<file path="config.mk">
export PLATFORM = sky130hd
export DESIGN_NAME = wmb_ctrl
export DESIGN_NICKNAME = d
export VERILOG_FILES = /design/src/hdl/wmb_pkg.sv /design/src/hdl/wmb_ctrl.sv
export SDC_FILE = /design/constraint.sdc
export NUM_CORES = 1
export LEC_CHECK = 0
export ABC_AREA = 1
export BUFFER_PORTS_ARGS = -buffer_cell sky130_fd_sc_hd__buf_2
export CAP_MARGIN = 0
export CORE_MARGIN = 2
export CORE_UTILIZATION = 30
export CTS_BUF_LIST = sky130_fd_sc_hd__clkbuf_4
export CTS_CLUSTER_DIAMETER = 150
export DETAILED_ROUTE_END_ITERATION = 10
export PLACE_DENSITY = 0.54
export REMOVE_ABC_BUFFERS = 1
export SLEW_MARGIN = 20
export SYNTH_ARGS = -nofsm -noshare
export SYNTH_HDL_FRONTEND = slang
export SYNTH_SLANG_ARGS = --single-unit
</file>
<file path="constraint.sdc">
create_clock -name clk -period 2.4 [get_ports clk]
set_clock_uncertainty 0.2 [all_clocks]
set_input_delay 0 -clock clk [delete_from_list [all_inputs] [get_ports clk]]
set_output_delay 0 -clock clk [all_outputs]
set_load 0.01 [all_outputs]
</file>
<file path="src/hdl/wmb_pkg.sv">
// Package for the wavelet matrix builder: sizes, controller states,
// datapath command codes and small helper functions. No dependencies.
package wmb_pkg;

  localparam int MAX_LEN    = 4096;
  localparam int POS_W      = 12;
  localparam int LEN_W      = 13;
  localparam int MAX_HEIGHT = 8;
  localparam int LVL_W      = 3;
  localparam int HGT_W      = 4;
  localparam int SYM_W      = 8;
  localparam int BKT_W      = 7;          // prefixes of levels 1..7
  localparam int NUM_BKT    = 1 << BKT_W;
  localparam int BA_W       = LVL_W + POS_W;

  typedef enum logic [3:0] {
    ST_IDLE, ST_QWAIT,
    ST_L0_RD, ST_L0_WR,
    ST_CLR,
    ST_CNT_RD, ST_CNT_HR, ST_CNT_WR,
    ST_BRD_RD, ST_BRD_WR,
    ST_PL_RD, ST_PL_BR, ST_PL_WR
  } state_t;

  typedef enum logic [4:0] {
    OP_NOP, OP_LOAD, OP_QUERY, OP_QOUT,
    OP_TXT_RD, OP_L0_WR, OP_L0_END,
    OP_CLR, OP_CNT_HR, OP_CNT_WR, OP_CNT_END,
    OP_BRD_RD, OP_BRD_WR, OP_BRD_END,
    OP_PL_BR, OP_PL_WR, OP_PL_END
  } op_t;

  typedef struct packed {
    logic i_done;      // text index reached length
    logic clr_last;    // last bucket of the clear sweep
    logic r_done;      // bucket index reached bucket count
    logic last_level;  // current level is the bottom one
    logic out_free;    // output register can take a word
  } dp_status_t;

  localparam int REQ_LOAD  = 0;
  localparam int REQ_QUERY = 1;

  function automatic logic [HGT_W-1:0] clamp_height(input logic [HGT_W-1:0] v);
    logic [HGT_W-1:0] r;
    r = v;
    if (v < HGT_W'(2)) r = HGT_W'(2);
    else if (v > HGT_W'(MAX_HEIGHT)) r = HGT_W'(MAX_HEIGHT);
    return r;
  endfunction

  // reverse the low nbits bits of v
  function automatic logic [BKT_W-1:0] rev_bits(input logic [BKT_W-1:0] v,
                                                input logic [LVL_W-1:0] nbits);
    logic [BKT_W-1:0] r;
    r = '0;
    for (int k = 0; k < BKT_W; k++) begin
      if (k < int'(nbits)) r[int'(nbits) - 1 - k] = v[k];
    end
    return r;
  endfunction

endpackage

</file>
<file path="src/hdl/wmb_ctrl.sv">
// Controller of the wavelet matrix builder: sequences loads, queries and
// the level-by-level build. Depends on wmb_pkg.
module wmb_ctrl (
  input  logic                clk,
  input  logic                rst_n,
  input  logic                in_valid,
  input  logic                in_req_type,
  input  logic                in_last_symbol,
  input  wmb_pkg::dp_status_t status,
  output logic                in_ready,
  output wmb_pkg::op_t        op
);

  wmb_pkg::state_t state_r, state_nxt;

  always_ff @(posedge clk) begin
    if (!rst_n) state_r <= wmb_pkg::ST_IDLE;
    else        state_r <= state_nxt;
  end

  always_comb begin
    state_nxt = state_r;
    unique case (state_r)
      wmb_pkg::ST_IDLE: begin
        if (in_valid) begin
          if (in_req_type == 1'(wmb_pkg::REQ_QUERY)) state_nxt = wmb_pkg::ST_QWAIT;
          else if (in_last_symbol) state_nxt = wmb_pkg::ST_L0_RD;
        end
      end
      wmb_pkg::ST_QWAIT:  if (status.out_free) state_nxt = wmb_pkg::ST_IDLE;
      wmb_pkg::ST_L0_RD:  state_nxt = status.i_done ? wmb_pkg::ST_CLR : wmb_pkg::ST_L0_WR;
      wmb_pkg::ST_L0_WR:  state_nxt = wmb_pkg::ST_L0_RD;
      wmb_pkg::ST_CLR:    if (status.clr_last) state_nxt = wmb_pkg::ST_CNT_RD;
      wmb_pkg::ST_CNT_RD: state_nxt = status.i_done ? wmb_pkg::ST_BRD_RD : wmb_pkg::ST_CNT_HR;
      wmb_pkg::ST_CNT_HR: state_nxt = wmb_pkg::ST_CNT_WR;
      wmb_pkg::ST_CNT_WR: state_nxt = wmb_pkg::ST_CNT_RD;
      wmb_pkg::ST_BRD_RD: state_nxt = status.r_done ? wmb_pkg::ST_PL_RD : wmb_pkg::ST_BRD_WR;
      wmb_pkg::ST_BRD_WR: state_nxt = wmb_pkg::ST_BRD_RD;
      wmb_pkg::ST_PL_RD: begin
        if (!status.i_done) state_nxt = wmb_pkg::ST_PL_BR;
        else if (status.last_level) state_nxt = wmb_pkg::ST_IDLE;
        else state_nxt = wmb_pkg::ST_CLR;
      end
      wmb_pkg::ST_PL_BR:  state_nxt = wmb_pkg::ST_PL_WR;
      wmb_pkg::ST_PL_WR:  state_nxt = wmb_pkg::ST_PL_RD;
      default:            state_nxt = wmb_pkg::ST_IDLE;
    endcase
  end

  always_comb begin
    in_ready = 1'b0;
    op       = wmb_pkg::OP_NOP;
    unique case (state_r)
      wmb_pkg::ST_IDLE: begin
        in_ready = 1'b1;
        if (in_valid)
          op = (in_req_type == 1'(wmb_pkg::REQ_QUERY)) ? wmb_pkg::OP_QUERY
                                                        : wmb_pkg::OP_LOAD;
      end
      wmb_pkg::ST_QWAIT:  op = wmb_pkg::OP_QOUT;
      wmb_pkg::ST_L0_RD:  op = status.i_done ? wmb_pkg::OP_L0_END : wmb_pkg::OP_TXT_RD;
      wmb_pkg::ST_L0_WR:  op = wmb_pkg::OP_L0_WR;
      wmb_pkg::ST_CLR:    op = wmb_pkg::OP_CLR;
      wmb_pkg::ST_CNT_RD: op = status.i_done ? wmb_pkg::OP_CNT_END : wmb_pkg::OP_TXT_RD;
      wmb_pkg::ST_CNT_HR: op = wmb_pkg::OP_CNT_HR;
      wmb_pkg::ST_CNT_WR: op = wmb_pkg::OP_CNT_WR;
      wmb_pkg::ST_BRD_RD: op = status.r_done ? wmb_pkg::OP_BRD_END : wmb_pkg::OP_BRD_RD;
      wmb_pkg::ST_BRD_WR: op = wmb_pkg::OP_BRD_WR;
      wmb_pkg::ST_PL_RD:  op = status.i_done ? wmb_pkg::OP_PL_END : wmb_pkg::OP_TXT_RD;
      wmb_pkg::ST_PL_BR:  op = wmb_pkg::OP_PL_BR;
      wmb_pkg::ST_PL_WR:  op = wmb_pkg::OP_PL_WR;
      default:            op = wmb_pkg::OP_NOP;
    endcase
  end

endmodule

</file>
==> flow_metrics.tcl <==
set metrics [dict create \
    num_rows 14 \
    reg_top3 "state_r: 4 flops" \
    clock_latency_ns 0.23 \
    setup_viol 0 \
    synth-seq-cells 4 \
    antenna_found_initial 0 \
    yosysWarnings 0 \
    min_period_over_period 0.820 \
    rsz0062_at_grt "no" \
    arrival_ns 1.88 \
    p_sw_uw 148 \
    fp.dieH_um 45.1 \
    area_delta_synth_final_pct 30.2 \
    whs_endpoint "state_r[1]" \
    coreArea_mm2 0.00154 \
    nNetsFinal 127 \
    max_freq_ghz 0.508 \
    synth_top_cell_by_area "nand2_1" \
    swShare 0.421 \
    worstMarginPinSlew_ns 0.309 \
    p_seq_frac 0.259 \
    clk_pin_slew_worst_paths_ns 0.04 \
    dieWidth_um 45.1 \
    synth.distinct_cells 18 \
    syn_inst 94 \
    combPwrFrac 0.515 \
    synth_edf_count 0 \
    synthTopCellsByArea "nand2_1, dfxtp_1, nand3_1" \
    synth_top_area_frac 0.208 \
    power_density_mw_per_mm2 535 \
    top_register "state_r" \
    power_uw 352 \
    r2r_start "state_r[2]" \
    peakVddDrop_mv 0.368 \
    largest_reg_flops 4 \
    cp_max_fo 8 \
    cap_violations 0 \
    crit_type "register to register" \
    grt_usage 0.145 \
    grt_max_degree 10 \
    nFillCells 177 \
    final-max-slew-violation-count 0 \
    hp-class "input port to register" \
    ant_nets 0 \
    synth_xor_area_frac 0 \
    syn_area_per_cell_um2 5.38 \
    viasPerCell 4.83 \
    grt_pass1_wl_mm 2.09 \
    drtPass1Iterations 4 \
    diodes 0 \
    drtIter0Drc 14 \
    r2r-end "state_r[2]" \
    io_pins 16 \
    layout-drive-gt1-share 0.261 \
    clock_path_buffers 2 \
    post-route-drc-count 0 \
    syn-cell-area_um2 505 \
    dieArea_mm2 0.00203 \
    reg2reg_slack_ns 0.43 \
    synth_compound_area_frac 0.0644 \
    numPortBuffers 15 \
    synth.area.mux_share 0 \
    reg2reg_depth 7 \
    wl_per_cell_um 9.88 \
    dp_hpwl_mm 1.07 \
    gp_congestion 0.842 \
    yosys.area_share.simple 0.656 \
    cts_sinks 4 \
    htree_num_levels 1 \
    max_slew_margin 0.794 \
    ys.flop_type "dfxtp_1" \
    hold_start "in_valid" \
    synth.yosys.seq_area_share 0.158 \
    yosysMostFrequentCell "nand2_1" \
    postCtsSetupBuffers 0 \
    period_needed_ns 1.97 \
    synthAdderAreaFrac 0 \
    cts_tree "built" \
    wirelength_mm 1.29 \
    cts_buffers 3 \
    synth_top_family_by_area "simple AND/OR/NAND/NOR gates" \
    cp-end-kind "register" \
    hold_violations 0 \
    grt_pass1_vias 509 \
    worst_setup_path_start_kind "register" \
    async_reset_ff_frac 0 \
    p_int_uw 204 \
    cts-root-buf "clkbuf_4" \
    hold_path_depth 5 \
    critPathRequiredTime_ns 2.31 \
    tns_ns 0 \
    pwr-share-clk 0.226 \
    grt.overflow.total 0 \
    status "complete, no violations" \
    cts-resized-gates 0 \
    p_leak_uw 0.000370 \
    netlist_top_cells_count "nand2_1, nor2_1, inv_1, nand3_1" \
    via_count 633 \
    start_util 0.328 \
]
## cell families (layout without fill, tap and decap cells)
logic type,count (synthesis),count (layout)
AO/OA/AOI/OAI,6,6
AND/OR/NAND/NOR,68,68
buffers and inverters,16,37
flip-flops,4,4
## power by group through the flow
stage | combinational [uW] | clock (uW) | sequential, uW
floorplan | 125 | 0 | 89.2
global placement | 180 | 0 | 92.0
detailed placement | 177 | 0 | 92.0
CTS | 183 | 84.4 | 91.0
global route | 206 | 95.0 | 91.9
finish | 181 | 79.6 | 91.0
## metal layers
| layer | GRT usage | wire length, um | share of wire | up-vias |
|---|---|---|---|---|
| li1 | - | - | - | 344 |
| met1 | 0.178 | 639 | 0.49 | 267 |
| met2 | 0.214 | 541 | 0.42 | 18 |
| met3 | 0.0800 | 82 | 0.063 | 4 |
| met4 | 0.0471 | 31 | 0.024 | 0 |
| met5 | 0 | 0 | 0 | - |
## how the worst max path moves through the flow
stage | startpoint | end | slack, ns | depth (start not counted)
2_1_floorplan | state_r[2] | state_r[2] | 1.09 | 6
3_3_place_gp | state_r[1] | state_r[3] | 0.92 | 6
3_5_place_dp | state_r[2] | op[1] | 0.92 | 8
4_1_cts | state_r[2] | state_r[2] | 0.43 | 7
5_1_grt | state_r[3] | state_r[2] | 0.28 | 7
6_report | state_r[2] | state_r[2] | 0.43 | 7
## area by class of cell
class / count / area (um2) / area share
tap: 16 / 20.0 / 0.0304
multi-input combinational: 74 / 364 / 0.553
inverter: 15 / 56.3 / 0.0856
sequential: 4 / 80.1 / 0.122
clock buffer: 3 / 22.5 / 0.0342
timing repair buffer: 19 / 115 / 0.175
## worst max-delay path, cell delays in order (launching register included)
cell           delay (ns)
dfxtp_1              0.48
nor2_2               0.15
and2_1               0.19
nand2_1              0.07
nand2_1              0.06
nor3_2               0.09
nor2_1               0.05
dlygate4sd3_1        0.55
## through the flow
step | setup WS (ns) | instance area, um2 | hold WS (ns) | std cells | utilization
floorplan | 1.09 | 500 | -0.0902 | 93 | -
global placement | 0.917 | 596 | 0.0916 | 124 | 0.386
detailed placement | 0.925 | 596 | 0.0984 | 124 | 0.386
CTS | 0.433 | 658 | 0.0104 | 131 | 0.427
global route | 0.278 | 658 | 0.0612 | 131 | 0.427
finish | 0.433 | 658 | 0.00850 | 131 | 0.427
## cells in the final DEF, fill, tap and decap left out, types with 2 or more instances in the layout
master          n
dfxtp_1         4
nand3_1        11
inv_2           4
nand2_1        28
nor2_4          3
clkbuf_4        3
nor3_1          2
and2_1          2
nor2_1         13
buf_2          15
nand4_1         2
nor2_2          2
dlygate4sd3_1   4
a21oi_1         4
a31oi_1         2
nand3b_1        2
inv_1          11
## timing repair
item                                    CTS  global route
endpoints found under the setup margin    0             0
hold buffers                              4             0
endpoints found under the hold margin     4             0
Note: power is estimated with default switching activity, not from simulation.
